<file path="config.mk">
export PLATFORM = sky130hd
export DESIGN_NAME = vap_merge
export DESIGN_NICKNAME = d
export VERILOG_FILES = /design/src/rtl/vap_pkg.sv /design/src/rtl/vap_merge.sv
export SDC_FILE = /design/constraint.sdc
export NUM_CORES = 1
export LEC_CHECK = 0
export BUFFER_PORTS_ARGS = -buffer_cell sky130_fd_sc_hd__buf_2
export CAP_MARGIN = 15
export CORE_MARGIN = 2
export CORE_UTILIZATION = 43
export CTS_CLUSTER_SIZE = 20
export DETAILED_ROUTE_END_ITERATION = 8
export GPL_ROUTABILITY_DRIVEN = 0
export PLACE_DENSITY = 0.78
export SYNTH_ARGS = -nofsm -noshare
export SYNTH_HDL_FRONTEND = slang
export SYNTH_SLANG_ARGS = --single-unit
</file>
<file path="constraint.sdc">
create_clock -name clk -period 2.7 [get_ports clk]
set_input_delay 0.405 -clock clk [delete_from_list [all_inputs] [get_ports clk]]
set_output_delay 0.405 -clock clk [all_outputs]
set_load 0.02 [all_outputs]
</file>
<file path="src/rtl/vap_pkg.sv">
`timescale 1ns / 1ps
package vap_pkg;

  localparam int COMPONENTS_DEF    = 4;
  localparam int ADDRESS_WIDTH_DEF = 32;

  localparam int COMP_W  = 32;
  localparam int CODE_W  = 32;
  localparam int PROD_W  = 40;
  localparam int FMT_W   = 4;
  localparam int COUNT_W = 3;
  localparam int OFFS_W  = 16;
  localparam int BCNT_W  = 5;

  localparam logic [FMT_W-1:0] FMT_FLOAT32 = 4'd0;
  localparam logic [FMT_W-1:0] FMT_HALF    = 4'd1;
  localparam logic [FMT_W-1:0] FMT_UNORM16 = 4'd2;
  localparam logic [FMT_W-1:0] FMT_UINT16  = 4'd3;
  localparam logic [FMT_W-1:0] FMT_SNORM16 = 4'd4;
  localparam logic [FMT_W-1:0] FMT_INT16   = 4'd5;
  localparam logic [FMT_W-1:0] FMT_UNORM8  = 4'd6;
  localparam logic [FMT_W-1:0] FMT_UINT8   = 4'd7;
  localparam logic [FMT_W-1:0] FMT_SNORM8  = 4'd8;
  localparam logic [FMT_W-1:0] FMT_INT8    = 4'd9;

  localparam logic [1:0] REG_FORMAT = 2'd0;
  localparam logic [1:0] REG_COUNT  = 2'd1;
  localparam logic [1:0] REG_OFFSET = 2'd2;

  typedef struct packed {
    logic s1;
    logic s2;
  } stage_en_t;

  // Element size in bytes; zero for codes that name no format.
  function automatic logic [2:0] elem_size(input logic [FMT_W-1:0] fmt);
    logic [2:0] sz;
    if (fmt == FMT_FLOAT32) sz = 3'd4;
    else if (fmt <= FMT_INT16) sz = 3'd2;
    else if (fmt <= FMT_INT8) sz = 3'd1;
    else sz = 3'd0;
    return sz;
  endfunction

  function automatic logic is_norm(input logic [FMT_W-1:0] fmt);
    return fmt == FMT_UNORM16 || fmt == FMT_SNORM16 || fmt == FMT_UNORM8 ||
           fmt == FMT_SNORM8;
  endfunction

  function automatic logic is_signed_fmt(input logic [FMT_W-1:0] fmt);
    return fmt == FMT_SNORM16 || fmt == FMT_INT16 || fmt == FMT_SNORM8 ||
           fmt == FMT_INT8;
  endfunction

  // Upper end of the output range.
  function automatic logic [16:0] range_hi(input logic [FMT_W-1:0] fmt);
    logic [16:0] h;
    if (fmt == FMT_UNORM16 || fmt == FMT_UINT16) h = 17'd65535;
    else if (fmt == FMT_SNORM16 || fmt == FMT_INT16) h = 17'd32767;
    else if (fmt == FMT_UNORM8 || fmt == FMT_UINT8) h = 17'd255;
    else h = 17'd127;
    return h;
  endfunction

  // Multiplier applied to the mantissa: the scale for norm formats, one otherwise.
  function automatic logic [15:0] mul_scale(input logic [FMT_W-1:0] fmt);
    return is_norm(fmt) ? 16'(range_hi(fmt)) : 16'd1;
  endfunction

  // Bit position of the leading one of mul_scale.
  function automatic logic [3:0] scale_msb(input logic [FMT_W-1:0] fmt);
    logic [3:0] m;
    if (!is_norm(fmt)) m = 4'd0;
    else if (fmt == FMT_UNORM16) m = 4'd15;
    else if (fmt == FMT_SNORM16) m = 4'd14;
    else if (fmt == FMT_UNORM8) m = 4'd7;
    else m = 4'd6;
    return m;
  endfunction

  function automatic logic [15:0] half_encode(input logic [31:0] b);
    logic [30:0] em;
    logic [30:0] t;
    logic [14:0] h;
    em = b[30:0];
    t  = em - 31'(112 << 23) + 31'(1 << 12);
    if (em > 31'(255 << 23)) h = 15'h7E00;
    else if (em >= 31'(143 << 23)) h = 15'h7C00;
    else if (em < 31'(113 << 23)) h = 15'h0000;
    else h = t[27:13];
    return {b[31], h};
  endfunction

endpackage

</file>
<file path="src/rtl/vap_merge.sv">
`timescale 1ns / 1ps
module vap_merge #(
  parameter int COMPONENTS    = vap_pkg::COMPONENTS_DEF,
  parameter int ADDRESS_WIDTH = vap_pkg::ADDRESS_WIDTH_DEF
) (
  input  logic                              clk,
  input  logic                              en,
  input  logic [vap_pkg::FMT_W-1:0]         fmt,
  input  logic [vap_pkg::COUNT_W-1:0]       count_cfg,
  input  logic [vap_pkg::OFFS_W-1:0]        offset,
  input  logic [31:0]                       base,
  input  logic [vap_pkg::CODE_W-1:0]        codes [COMPONENTS],
  output logic [31:0]                       write_address,
  output logic [63:0]                       packed_low,
  output logic [63:0]                       packed_high,
  output logic [vap_pkg::BCNT_W-1:0]        byte_count
);

  localparam logic [31:0] AMASK =
    (ADDRESS_WIDTH >= 32) ? 32'hFFFFFFFF : 32'((64'd1 << ADDRESS_WIDTH) - 64'd1);

  logic [31:0]                addr_r, addr_nxt;
  logic [127:0]               data_r, data_nxt;
  logic [vap_pkg::BCNT_W-1:0] bcnt_r, bcnt_nxt;

  always_comb begin
    logic [2:0] sz;
    logic [2:0] cnt;
    sz  = vap_pkg::elem_size(fmt);
    cnt = (32'(count_cfg) > COMPONENTS) ? 3'(COMPONENTS) : count_cfg;
    data_nxt = '0;
    for (int i = 0; i < COMPONENTS; i++) begin
      if (3'(i) < cnt) begin
        unique case (sz)
          3'd4:    data_nxt[32*i +: 32] = codes[i];
          3'd2:    data_nxt[16*i +: 16] = codes[i][15:0];
          3'd1:    data_nxt[8*i +: 8]   = codes[i][7:0];
          default: ;
        endcase
      end
    end
    bcnt_nxt = 5'(cnt) * 5'(sz);
    addr_nxt = (base + 32'(offset)) & AMASK;
  end

  always_ff @(posedge clk) begin
    if (en) begin
      addr_r <= addr_nxt;
      data_r <= data_nxt;
      bcnt_r <= bcnt_nxt;
    end
  end

  assign write_address = addr_r;
  assign packed_low    = data_r[63:0];
  assign packed_high   = data_r[127:64];
  assign byte_count    = bcnt_r;

endmodule

</file>
==> impl_metrics.json <==
{
  "synthDistinctLibCells": 54,
  "initial_core_util": 0.437,
  "nFillCells": 1390,
  "grt_pass1_wl_um": 31400,
  "synth-simple-area-share": 0.124,
  "path_max_fanout": 2,
  "min_path_type": "input pin to flip-flop",
  "synth_compound_area_frac": 0.124,
  "cts_sinks": 165,
  "synthMuxAreaShare": 0,
  "rsz0062_at_grt": "no",
  "clkTransAtPathRegs_ps": 70,
  "die_x_um": 136,
  "final_util": 0.599,
  "synth_area_leaders": "edfxtp_1 66%, and2_1 6.2%, a22o_1 4.6%",
  "drive_gt1_frac": 0.455,
  "synth_fp_nets": 747,
  "whs_ps": 260,
  "ctsResizeCount": 0,
  "root_buffer": "clkbuf_16",
  "fin_setup_tns_ps": 0,
  "synth-seq-area-share": 0.657,
  "finalCritPeriodShare": 0.871,
  "grt_pass1_vias": 5908,
  "yosysWarnings": 0,
  "wl_um": 21600,
  "cts_buffer_depth": 2,
  "grtUsageTotal": 0.227,
  "start_kind": "input pin",
  "hpwl_um": 16500,
  "leakage_nw": 4.49,
  "slew_headroom": 0.481,
  "syn-cell-area_sq_um": 7540,
  "chipHeight_um": 136,
  "netlist_top_cells_count": "165 x edfxtp_1, 75 x and2_1, 40 x a22o_1",
  "antenna_cells": 0,
  "antenna_found_initial": 0,
  "synth_edf_count": 165,
  "critPathRequiredTime_ps": 2860,
  "ys_seq_elements": 165,
  "postCtsHoldBufs": 0,
  "synthCells": 540,
  "synthAdderAreaFrac": 0.0395,
  "hp-start": "codes[60]",
  "core_sq_um": 17200,
  "power.density_nw_per_um2": 646,
  "worst_ep_arrival_time_ps": 2520,
  "cp-startpoint": "fmt[0]",
  "floorplan.rows": 48,
  "cts_setup_buffers": 0,
  "post_drt_via_cell_ratio": 5.24,
  "period_minus_slack_ps": 2350,
  "final_cell_count_no_fill": 1152,
  "fmax_mhz": 425,
  "hold_viol": 0,
  "routed-via-count": 6039,
  "cts_buffers": 17,
  "ant_nets": 0,
  "grt_overflow_total": 0,
  "end_kind": "flip-flop",
  "drt_iter0_drc": 362,
  "final_nets": 1121,
  "final-setup-viol-count": 0,
  "async_flop_share": 0,
  "area_delta_synth_final_pct": 37.0,
  "post-place-ws_ps": -85.0,
  "tightest_slew_ps": 776,
  "synth_top_family_by_area": "simple AND/OR/NAND/NOR gates",
  "placedCellCount": 1120,
  "synth_ff_type": "edfxtp_1",
  "num_io_pins": 350,
  "status": "completed",
  "path_class": "input pin to flip-flop",
  "wire_per_inst_um": 18.8,
  "worst_ir_drop_vdd_v": 0.000422,
  "grt_max_degree": 60,
  "worst_slack_ps": 348,
  "synth_largest_area_cell": "edfxtp_1",
  "yosys.area.top_type_share": 0.657,
  "h-tree-depth": 4,
  "cts_tree": "built",
  "synth_most_common_cell": "edfxtp_1",
  "hold_depth": 2,
  "drcViolationCount": 0,
  "hold_end": "data_r[92]",
  "syn_area_per_cell_sq_um": 14.0,
  "max_cap_viol_count": 0,
  "synth_xor_area_frac": 0.0372,
  "die-area_sq_um": 18600,
  "slew_violations": 0,
  "io_buffer_count": 349,
  "dr.pass1.iters": 6
}
-- logic make-up after synthesis --
family	count (synthesis)
flops	165
fa+ha+maj	22
buf+inv	31
simple gates	176
compound gates	114
xor+xnor	32
-- per-stage QoR --
| stage | total power, mW | instance area, sq um |
|---|---|---|
| finish | 6.66 | 10300 |
| global route | 6.90 | 10300 |
| CTS | 6.71 | 10300 |
| detailed placement | 4.31 | 9740 |
| global placement | 4.28 | 9740 |
| floorplan | 3.75 | 7540 |
-- cells in the final DEF (no fill, tap or decap), drive strengths merged, types with 3 or more instances in the layout --
master,count
inv,16
fa,3
a41oi,3
ha,19
o21ai,7
nor3,4
clkinv,7
nand4,5
nand2,37
edfxtp,165
nor2b,5
a21oi,20
xor2,12
clkbuf,18
a22oi,8
nand3,9
a22o,40
buf,374
and2,75
o21a,3
a21o,6
xnor2,20
nor2,33
a211oi,5
a222oi,8
-- cell type report --
class | count | area (sq um) | share of cell area
multi-input cells | 344 | 2460 | 0.238
clock inverters | 14 | 150 | 0.0145
flip-flops and latches | 165 | 4950 | 0.480
clock buffers | 18 | 429 | 0.0416
inverters | 12 | 45.0 | 0.00436
well taps | 225 | 282 | 0.0273
repair buffers | 374 | 2000 | 0.194
-- where the power goes --
| part | internal [mW] | leakage (nW) | total (mW) | switching (mW) |
|---|---|---|---|---|
| logic | 0.423 | 2.62 | 1.14 | 0.718 |
| clock network | 1.37 | 0.281 | 2.41 | 1.04 |
| registers | 3.06 | 1.58 | 3.11 | 0.0539 |
| total | 4.85 | 4.49 | 6.66 | 1.81 |
-- how the worst max path moves through the flow --
stage | end | slack (ps) | cells after the start
final | byte_count[4] | 350 | 8
after global routing | byte_count[4] | 250 | 8
after CTS | byte_count[4] | 360 | 8
after detailed placement | byte_count[4] | -80 | 8
after global placement | byte_count[4] | -60 | 8
after floorplan | byte_count[4] | 3 | 8
-- worst max-delay path: stages --
cell and delay [ps]:
buf_2 110, or4_1 540, nor2_1 160, fa_1 420, ha_1 230, fa_1 380, xnor2_1 150, xnor2_1 130
-- sequential cells by signal, summed over array words and instances, names as in the netlist --
signal	count
byte_count	5
write_address	32
data_r	128
-- layer usage --
layer / global-route usage / share of wire / routed length (um) / up-vias
met5: 0 / 0 / 0 / -
met4: 0.0909 / 0.029 / 636 / 0
met3: 0.0790 / 0.11 / 2320 / 45
met2: 0.394 / 0.51 / 11000 / 360
met1: 0.255 / 0.35 / 7640 / 2834
li1: - / - / - / 2800
No activity file was read; power rests on OpenSTA's default activity.
