### src/rtl/vap_pkg.sv
`timescale 1ns / 1ps
package vap_pkg;

  localparam int COMPONENTS_DEF    = 4;
  localparam int ADDRESS_WIDTH_DEF = 32;

  localparam int COMP_W  = 32;
  localparam int CODE_W  = 32;
  localparam int PROD_W  = 40;
  localparam int FMT_W   = 4;
  localparam int COUNT_W = 3;
  localparam int OFFS_W  = 16;
  localparam int BCNT_W  = 5;

  localparam logic [FMT_W-1:0] FMT_FLOAT32 = 4'd0;
  localparam logic [FMT_W-1:0] FMT_HALF    = 4'd1;
  localparam logic [FMT_W-1:0] FMT_UNORM16 = 4'd2;
  localparam logic [FMT_W-1:0] FMT_UINT16  = 4'd3;
  localparam logic [FMT_W-1:0] FMT_SNORM16 = 4'd4;
  localparam logic [FMT_W-1:0] FMT_INT16   = 4'd5;
  localparam logic [FMT_W-1:0] FMT_UNORM8  = 4'd6;
  localparam logic [FMT_W-1:0] FMT_UINT8   = 4'd7;
  localparam logic [FMT_W-1:0] FMT_SNORM8  = 4'd8;
  localparam logic [FMT_W-1:0] FMT_INT8    = 4'd9;

  localparam logic [1:0] REG_FORMAT = 2'd0;
  localparam logic [1:0] REG_COUNT  = 2'd1;
  localparam logic [1:0] REG_OFFSET = 2'd2;

  typedef struct packed {
    logic s1;
    logic s2;
  } stage_en_t;

  // Element size in bytes; zero for codes that name no format.
  function automatic logic [2:0] elem_size(input logic [FMT_W-1:0] fmt);
    logic [2:0] sz;
    if (fmt == FMT_FLOAT32) sz = 3'd4;
    else if (fmt <= FMT_INT16) sz = 3'd2;
    else if (fmt <= FMT_INT8) sz = 3'd1;
    else sz = 3'd0;
    return sz;
  endfunction

  function automatic logic is_norm(input logic [FMT_W-1:0] fmt);
    return fmt == FMT_UNORM16 || fmt == FMT_SNORM16 || fmt == FMT_UNORM8 ||
           fmt == FMT_SNORM8;
  endfunction

  function automatic logic is_signed_fmt(input logic [FMT_W-1:0] fmt);
    return fmt == FMT_SNORM16 || fmt == FMT_INT16 || fmt == FMT_SNORM8 ||
           fmt == FMT_INT8;
  endfunction

  // Upper end of the output range.
  function automatic logic [16:0] range_hi(input logic [FMT_W-1:0] fmt);
    logic [16:0] h;
    if (fmt == FMT_UNORM16 || fmt == FMT_UINT16) h = 17'd65535;
    else if (fmt == FMT_SNORM16 || fmt == FMT_INT16) h = 17'd32767;
    else if (fmt == FMT_UNORM8 || fmt == FMT_UINT8) h = 17'd255;
    else h = 17'd127;
    return h;
  endfunction

  // Multiplier applied to the mantissa: the scale for norm formats, one otherwise.
  function automatic logic [15:0] mul_scale(input logic [FMT_W-1:0] fmt);
    return is_norm(fmt) ? 16'(range_hi(fmt)) : 16'd1;
  endfunction

  // Bit position of the leading one of mul_scale.
  function automatic logic [3:0] scale_msb(input logic [FMT_W-1:0] fmt);
    logic [3:0] m;
    if (!is_norm(fmt)) m = 4'd0;
    else if (fmt == FMT_UNORM16) m = 4'd15;
    else if (fmt == FMT_SNORM16) m = 4'd14;
    else if (fmt == FMT_UNORM8) m = 4'd7;
    else m = 4'd6;
    return m;
  endfunction

  function automatic logic [15:0] half_encode(input logic [31:0] b);
    logic [30:0] em;
    logic [30:0] t;
    logic [14:0] h;
    em = b[30:0];
    t  = em - 31'(112 << 23) + 31'(1 << 12);
    if (em > 31'(255 << 23)) h = 15'h7E00;
    else if (em >= 31'(143 << 23)) h = 15'h7C00;
    else if (em < 31'(113 << 23)) h = 15'h0000;
    else h = t[27:13];
    return {b[31], h};
  endfunction

endpackage

### src/rtl/vap_lane.sv
`timescale 1ns / 1ps
module vap_lane (
  input  logic                            clk,
  input  vap_pkg::stage_en_t              en,
  input  logic [vap_pkg::FMT_W-1:0]       fmt,
  input  logic [vap_pkg::COMP_W-1:0]      comp,
  output logic [vap_pkg::CODE_W-1:0]      code
);

  logic [vap_pkg::COMP_W-1:0] bits_r;
  logic [vap_pkg::PROD_W-1:0] prod_r, prod_nxt;
  logic [vap_pkg::CODE_W-1:0] code_r, code_nxt;

  // Stage one: mantissa times scale, exact.
  always_comb begin
    prod_nxt = vap_pkg::PROD_W'({(comp[30:23] != 8'd0), comp[22:0]}) *
               vap_pkg::PROD_W'(vap_pkg::mul_scale(fmt));
  end

  always_ff @(posedge clk) begin
    if (en.s1) begin
      bits_r <= comp;
      prod_r <= prod_nxt;
    end
    if (en.s2) begin
      code_r <= code_nxt;
    end
  end

  // Stage two: integer codes round to float32, then an integer, clamp and sign.
  always_comb begin
    logic        sgn;
    logic [7:0]  ex;
    logic [30:0] em;
    logic        nan;
    logic        big;
    logic [4:0]  g;
    logic [5:0]  pidx;
    logic        half_b;
    logic        sticky;
    logic        lsb;
    logic [24:0] pt;
    logic [8:0]  dd;
    logic [5:0]  d6;
    logic [41:0] rsum;
    logic [41:0] rint;
    logic [16:0] hi;
    logic [16:0] mag;
    logic [31:0] sval;
    sgn  = bits_r[31];
    ex   = bits_r[30:23];
    em   = bits_r[30:0];
    nan  = em > 31'h7F800000;
    hi   = vap_pkg::range_hi(fmt);
    big  = vap_pkg::is_norm(fmt) ? (em > 31'h3F800000) : (ex >= 8'd143);
    pidx = 6'd24 + 6'(vap_pkg::scale_msb(fmt));
    g    = 5'(vap_pkg::scale_msb(fmt)) + 5'(prod_r[pidx]);
    half_b = (g != 5'd0) && prod_r[6'(g) - 6'd1];
    sticky = (g > 5'd1) &&
             ((prod_r & ((40'd1 << (6'(g) - 6'd1)) - 40'd1)) != 40'd0);
    lsb  = prod_r[6'(g)];
    pt   = 25'(prod_r >> g) + 25'(half_b & (sticky | lsb));
    dd   = 9'd150 - {1'b0, ex} - 9'(g);
    d6   = dd[5:0];
    rsum = 42'(pt) + (42'd1 << (d6 - 6'd1));
    rint = rsum >> d6;
    if (rint > 42'(hi)) mag = hi;
    else mag = rint[16:0];
    if (nan || (sgn && !vap_pkg::is_signed_fmt(fmt))) mag = 17'd0;
    else if (big) mag = hi;
    else if (ex < 8'd110) mag = 17'd0;
    sval = sgn ? -32'(mag) : 32'(mag);
    if (fmt == vap_pkg::FMT_FLOAT32) code_nxt = bits_r;
    else if (fmt == vap_pkg::FMT_HALF) code_nxt = 32'(vap_pkg::half_encode(bits_r));
    else code_nxt = sval;
  end

  assign code = code_r;

endmodule

### config.mk
export PLATFORM = sky130hd
export DESIGN_NAME = vap_lane
export DESIGN_NICKNAME = d
export VERILOG_FILES = /design/src/rtl/vap_pkg.sv /design/src/rtl/vap_lane.sv
export SDC_FILE = /design/constraint.sdc
export NUM_CORES = 1
export LEC_CHECK = 0
export BUFFER_PORTS_ARGS = -buffer_cell sky130_fd_sc_hd__buf_2
export CORE_ASPECT_RATIO = 0.5
export CORE_UTILIZATION = 65
export DETAILED_ROUTE_END_ITERATION = 7
export PLACE_DENSITY = 0.83
export SYNTH_ARGS = -nofsm -noshare
export SYNTH_HDL_FRONTEND = slang
export SYNTH_SLANG_ARGS = --single-unit
export TNS_END_PERCENT = 10
### constraint.sdc
create_clock -name clk -period 41.3 [get_ports clk]
set_input_delay 6.195 -clock clk [delete_from_list [all_inputs] [get_ports clk]]
set_output_delay 6.195 -clock clk [all_outputs]
set_load 0.005 [all_outputs]
==> results of run 1 <==
per-stage QoR:
stage | std cells | instance area (um2) | setup WS [ps]
6_report | 3128 | 24300 | 20800
5_1_grt | 3128 | 24300 | 19830
4_1_cts | 3128 | 24300 | 21200
3_5_place_dp | 3112 | 24000 | 20860
3_3_place_gp | 3112 | 24000 | 21350
2_1_floorplan | 2655 | 23300 | 22200
layout by cell type, fill, tap and decap left out, drive strengths merged, types with 9 or more instances in the layout:
cell type and n:
a211o 9, mux4 40, nor2 197, o31ai 16, o221ai 12, or2 18, nor2b 13, a221oi 9
xnor2 74, fa 288, a311oi 11, inv 360, a211oi 23, and3 26, o211ai 25, nor4 17
nor3 77, ha 171, nand2b 11, mux2 11, a21o 48, nand2 273, nand3 72, or3 28
and2 57, clkbuf 9, a21oi 138, a31oi 22, o21a 14, nand4 22, buf 98, a22oi 12
o21ai 102, mux2i 58, o22ai 18, edfxtp 103, xor2 52
registers in the layout, indices dropped and copies added (netlist names):
signal	count
code	32
prod_r	39
bits_r	32
worst max-delay path: cells and delay by family:
family / cells / cell delay [ps]
compound gates: 15 / 3780
xor+xnor: 2 / 360
fa+ha+maj: 7 / 2040
buf+inv: 7 / 1800
mux: 2 / 1050
simple gates: 24 / 5340
area by class of cell:
class | instances | area, um2 | share of cell area (%)
repair buffers | 98 | 561 | 2.30
inverters | 359 | 1350 | 5.54
clock inverters | 7 | 113 | 0.463
clock buffers | 9 | 225 | 0.926
flip-flops and latches | 103 | 3090 | 12.7
well taps | 475 | 594 | 2.44
multi-input cells | 2077 | 18400 | 75.6
cell families (layout without fill, tap and decap cells):
group	after synthesis	count (layout)	synth area share [%]
adder cells (fa/ha/maj)	459	459	34.0
buffers and inverters	475	473	7.70
XOR/XNOR	126	126	4.74
flip-flops	103	103	13.3
AO/OA/AOI/OAI	549	549	16.4
multiplexers	109	109	6.90
AND/OR/NAND/NOR	834	834	16.9
Yosys cell counts, types with 14 or more instances:
library cell	instances	area share [%]
and3_1	26	0.70
edfxtp_1	103	13
inv_1	355	5.7
nand2_1	273	4.4
nand3_1	70	1.5
and2_1	56	1.5
a21o_1	48	1.5
xnor2_1	74	2.8
nor3_1	75	1.6
nor2_1	197	3.2
o21ai_0	91	2.0
a31oi_1	21	0.56
a21oi_1	136	2.9
a211oi_1	22	0.71
o211ai_1	25	0.81
clkbuf_1	99	1.6
or2_2	18	0.48
or3_1	27	0.73
mux4_2	40	3.9
nand4_1	22	0.59
o22ai_1	16	0.43
nor4_1	17	0.46
mux2i_1	58	2.5
o31ai_1	14	0.45
fa_1	288	25
xor2_1	52	2.0
ha_1	171	9.2
power by group:
part	switching (mW)	internal, mW	total, mW
Clock	0.0425	0.0545	0.0971
Sequential	0.0540	0.179	0.233
Combinational	0.900	0.592	1.49
Total	0.996	0.825	1.82
worst paths after layout:
kind,to,startpoint,cells after the start
worst min-delay path,code[4],bits_r[4],2
worst max-delay path,code[12],fmt[3],57
worst min register to register,code[4],bits_r[4],2
worst max register to register,code[12],prod_r[38],53
routing by layer:
layer  GRT usage [%]  share of wire (%)  vias up
met5               0              0.033        -
met4            13.1                3.2        4
met3            7.39                 10      197
met2            62.9                 45     1241
met1            54.9                 41    10200
li1                -                  -     9183
==> run_results.csv, run 1 <==
group,metric,value,unit
yosys,synth_flop_cell,"edfxtp_1",
global_route,grt_max_degree,72,
clocking,clock_latency,370,ps
routing,antenna_left,0,
clocking,h-tree-depth,3,
yosys,yosysUniqueCellTypes,99,
sta,tns,0,ps
clocking,numCtsBuffers,9,
routing,wire_per_inst,23.1,um
layout,final_util,69.8,%
worst_setup_path,cp-start-kind,"input port",
clocking,clk_path_buf_depth,2,
status,status,"finished, violations left",
yosys,synth_edf_count,103,
layout,fillers,2745,
worst_setup_path,rrSetupSlack,27470,ps
power,p_total,1.82,mW
clocking,cts.sinks,103,
worst_setup_path,cp_max_fo,37,
worst_setup_path,slowest_delay,680,ps
yosys,synthCells,2655,
sta,skew,14.4,ps
layout,n_antenna_cell,0,
status,violations,"DRC",
worst_setup_path,worst-setup-path-type,"input port to flip-flop",
routing,drt_iter0_drc,2699,
clocking,postCtsResizedCells,0,
layout,drive_above_1_share,8.52,%
sta,fmax,48.8,MHz
layout,nNetsFinal,3146,
clocking,clk_pin_slew,80,ps
routing,wirelength,72100,um
global_route,grt_pass1_wl,112000,um
routing,drc,3,
floorplanning,design.die.area,36600,um2
placement,dp_hpwl,58100,um
routing,num_vias,20800,
sta,hold_viol_final,0,
worst_setup_path,critPathArrivalTime,20600,ps
global_route,track_usage,39.5,%
yosys,ys_ff_latch,103,
worst_setup_path,slowest_stage,"a21boi_1",
floorplanning,std_cell_rows,48,
worst_setup_path,cp-end-kind,"flip-flop",
clocking,cts_hold_buf,0,
floorplanning,die_w,270,um
sta,slew_headroom,6.60,%
floorplanning,core-area,34800,um2
layout,syn2layout_area_growth,4.57,%
global_route,grt-ovfl-total,0,
worst_setup_path,crit_required,41400,ps
yosys,ys.warnings.count,0,
clocking,cts_tree,"yes",
yosys,syn_nets,3153,
sta,rsz0062_at_grt,"no",
sta,setup_viol,0,
placement,gp_congestion,1.04,
floorplanning,ios,71,
yosys,avgSynthCellArea,8.76,um2
global_route,grt_pass1_vias,20400,
yosys,synthArstFlopShare,0,%
routing,dr.pass1.iters,8,
clocking,cts_root_buf,"clkbuf_16",
placement,portBuffers,70,
sta,tightestPinTransition,1400,ps
job,cap_violations,0,
routing,avgViaCountPerCell,6.66,
power,ir_drop,53.1,uV
sta,hold_ws,619,ps
yosys,ys_seq_area_share,13.3,%
sta,drv_slew,0,
power,cellLeakagePower,11.3,nW
floorplanning,start_util,66.8,%
sta,period_needed,20500,ps
worst_hold_path,hold_path_class,"flip-flop to flip-flop",
clocking,post_cts_buffers,0,
global_route,grt_antenna_before_repair,2,
sta,post-route-period-util,49.6,%
floorplanning,die_h,136,um
yosys,syn_area,23300,um2
power,powerDensity,74.9,nW/um2
No activity file was read; power rests on OpenSTA's default activity.
==> inputs of run 2 (changes only) <==
- ABC_AREA: default -> 1
- CORE_UTILIZATION: 65 -> 60
- PLACE_DENSITY: 0.83 -> 0.8
- clock period: 41.3 -> 17.1 ns (I/O delays scaled with it)
==> run_results.csv, run 2 <==
group,metric,value,unit
routing,antenna_left,0,
floorplanning,start_util,60.9,%
yosys,yosysUniqueCellTypes,59,
worst_setup_path,cp_max_fo,39,
global_route,grt_antenna_before_repair,2,
clocking,numCtsBuffers,9,
yosys,synth_top_area_share,25.3,%
routing,dr.pass1.iters,8,
yosys,yosysMostFrequentCell,"nand2_1",
power,powerDensity,153,nW/um2
floorplanning,die_w,278,um
yosys,synth_common_cells,"668 x nand2_1, 636 x inv_1, 339 x nor2_1",
sta,setup_viol,0,
sta,tightestPinTransition,1240,ps
worst_setup_path,worst-setup-path-type,"input port to flip-flop",
clocking,h-tree-depth,3,
yosys,synth_top_cell_by_area,"fa_1",
clocking,cts.sinks,103,
clocking,cts_tree,"yes",
yosys,syn_nets,3694,
routing,wire_per_inst,18.4,um
sta,drv_slew,0,
sta,hold_ws,629,ps
yosys,ys.warnings.count,0,
sta,skew,15.4,ps
layout,final_common_cell,"nand2_1",
layout,mostFrequentLayoutCells,"668 x nand2_1, 636 x inv_1, 339 x nor2_1, 293 x nand3_1, 288 x fa_1",
placement,dp_hpwl,57700,um
global_route,grt_pass1_wl,108000,um
yosys,synth_simple_gate_area_share,27.0,%
sta,period_needed,15590,ps
sta,fmax,64.1,MHz
layout,syn2layout_area_growth,4.44,%
routing,avgViaCountPerCell,5.74,
yosys,synth_top_family_by_area,"adder cells",
routing,drt_iter0_drc,2415,
clocking,post_cts_buffers,0,
sta,tns,0,ps
floorplanning,design.die.area,38800,um2
layout,nNetsFinal,3702,
floorplanning,die_h,140,um
floorplanning,std_cell_rows,50,
sta,slew_headroom,17.0,%
worst_setup_path,cp-start-kind,"input port",
yosys,synth_flop_cell,"edfxtp_1",
global_route,grt_max_degree,72,
job,cap_violations,0,
worst_setup_path,slowest_stage,"ha_1",
routing,num_vias,21300,
yosys,synth_xor_area_share,2.54,%
clocking,clk_path_buf_depth,2,
yosys,muxShareOfSynthArea,0.483,%
worst_setup_path,critPathMostFrequentCell,"nand2_1",
yosys,ys_ff_latch,103,
placement,dp_slack,1460,ps
worst_hold_path,hold_path_class,"flip-flop to flip-flop",
clocking,clk_pin_slew,90,ps
global_route,track_usage,35.6,%
yosys,netlist_top_cells_area,"fa_1 25%, edfxtp_1 14%, nand2_1 11%, inv_1 10%, ha_1 9.4%",
sta,fin_ws,1510,ps
yosys,synthCells,3196,
layout,drive_above_1_share,4.39,%
layout,top_register,"prod_r",
sta,hold_viol_final,0,
yosys,synthArstFlopShare,0,%
placement,portBuffers,70,
layout,largest_register_ffs,39,
yosys,syn_area,22800,um2
yosys,synth-compound-area-share,9.46,%
clocking,clock_latency,380,ps
yosys,synth_adder_area_share,34.7,%
sta,post-route-period-util,91.2,%
worst_setup_path,critPathArrivalTime,15690,ps
status,status,"completed",
worst_setup_path,slowest_delay,890,ps
placement,gp_congestion,1.02,
yosys,avgSynthCellArea,7.13,um2
yosys,ys_seq_area_share,13.6,%
global_route,grt-ovfl-total,0,
routing,drc,0,
routing,wirelength,68400,um
yosys,synth_edf_count,103,
floorplanning,ios,71,
sta,rsz0062_at_grt,"no",
worst_setup_path,crit_required,17190,ps
clocking,postCtsResizedCells,0,
global_route,grt_pass1_vias,20600,
power,ir_drop,108,uV
clocking,cts_root_buf,"clkbuf_16",
power,cellLeakagePower,12.5,nW
worst_setup_path,cp-end-kind,"flip-flop",
clocking,cts_hold_buf,0,
floorplanning,core-area,37400,um2
-- run 2: changes by cell type after synthesis, sizes merged, moves of 39 or more --
cell    delta
mux4      -40
xnor2     -53
nor2     +152
clkbuf    -52
nor3      -39
a21o      -46
and2      -52
nand3    +221
o21ai     +68
inv      +287
mux2i     -47
nand2    +399
-- run 2: metrics by stage --
step                      cell area (um2)  instances  power [mW]  utilization (%)
after floorplan                     22800       3196        2.64                -
after global placement              23500       3687        3.30             62.8
after detailed placement            23500       3687        3.35             62.8
after CTS                           23800       3703        3.58             63.6
after global routing                23800       3704        4.00             63.6
final                               23800       3705        3.64             63.6
-- run 2: critical path, delay by kind of cell --
family                     cells  cell delay [ps]
buffers and inverters         15             2540
adders and majority gates      7             2570
and+or+nand+nor               46             6320
AOI/OAI and AO/OA             10             1630
-- run 2: path summary, 6_finish.rpt --
path                            cells past startpoint        to       start  slack, ps
worst max-delay path                               78  code[22]      fmt[3]       1510
worst min-delay path                                2   code[9]   bits_r[9]        630
worst max register to register                     67  code[22]  prod_r[24]       5140
worst min register to register                      2   code[9]   bits_r[9]        630
-- run 2: routing by layer --
metal  GRT usage [%]  up-vias  routed length, um
li1                -    10200                  -
met4            11.0        2               2200
met5               0        -                 11
met3            7.22      159               6770
met2            55.7      956              30200
met1            50.0     9998              29200
-- run 2: layout make-up --
type,count,area [um2]
multi-input combinational,2359,16900
fill,3390,13600
sequential,103,3090
inverter,650,2440
tap,494,618
timing repair buffer,81,433
clock buffer,9,225
clock inverter,7,86.3
antenna,2,5.00
-- run 2: where the power goes --
part	total (mW)	internal (mW)	switching [mW]
registers	0.491	0.415	0.0757
logic	2.93	1.02	1.92
clock network	0.217	0.106	0.111
total	3.64	1.54	2.10
-- run 2: cell families (layout without fill, tap and decap cells) --
| group | count (synthesis) | in the layout |
|---|---|---|
| AOI/OAI and AO/OA | 386 | 386 |
| xor gates and xnor gates | 66 | 66 |
| adders and majority gates | 459 | 459 |
| buffers and inverters | 734 | 747 |
| DFF | 103 | 103 |
| muxes | 11 | 11 |
| other | 0 | 2 |
| and+or+nand+nor | 1437 | 1437 |
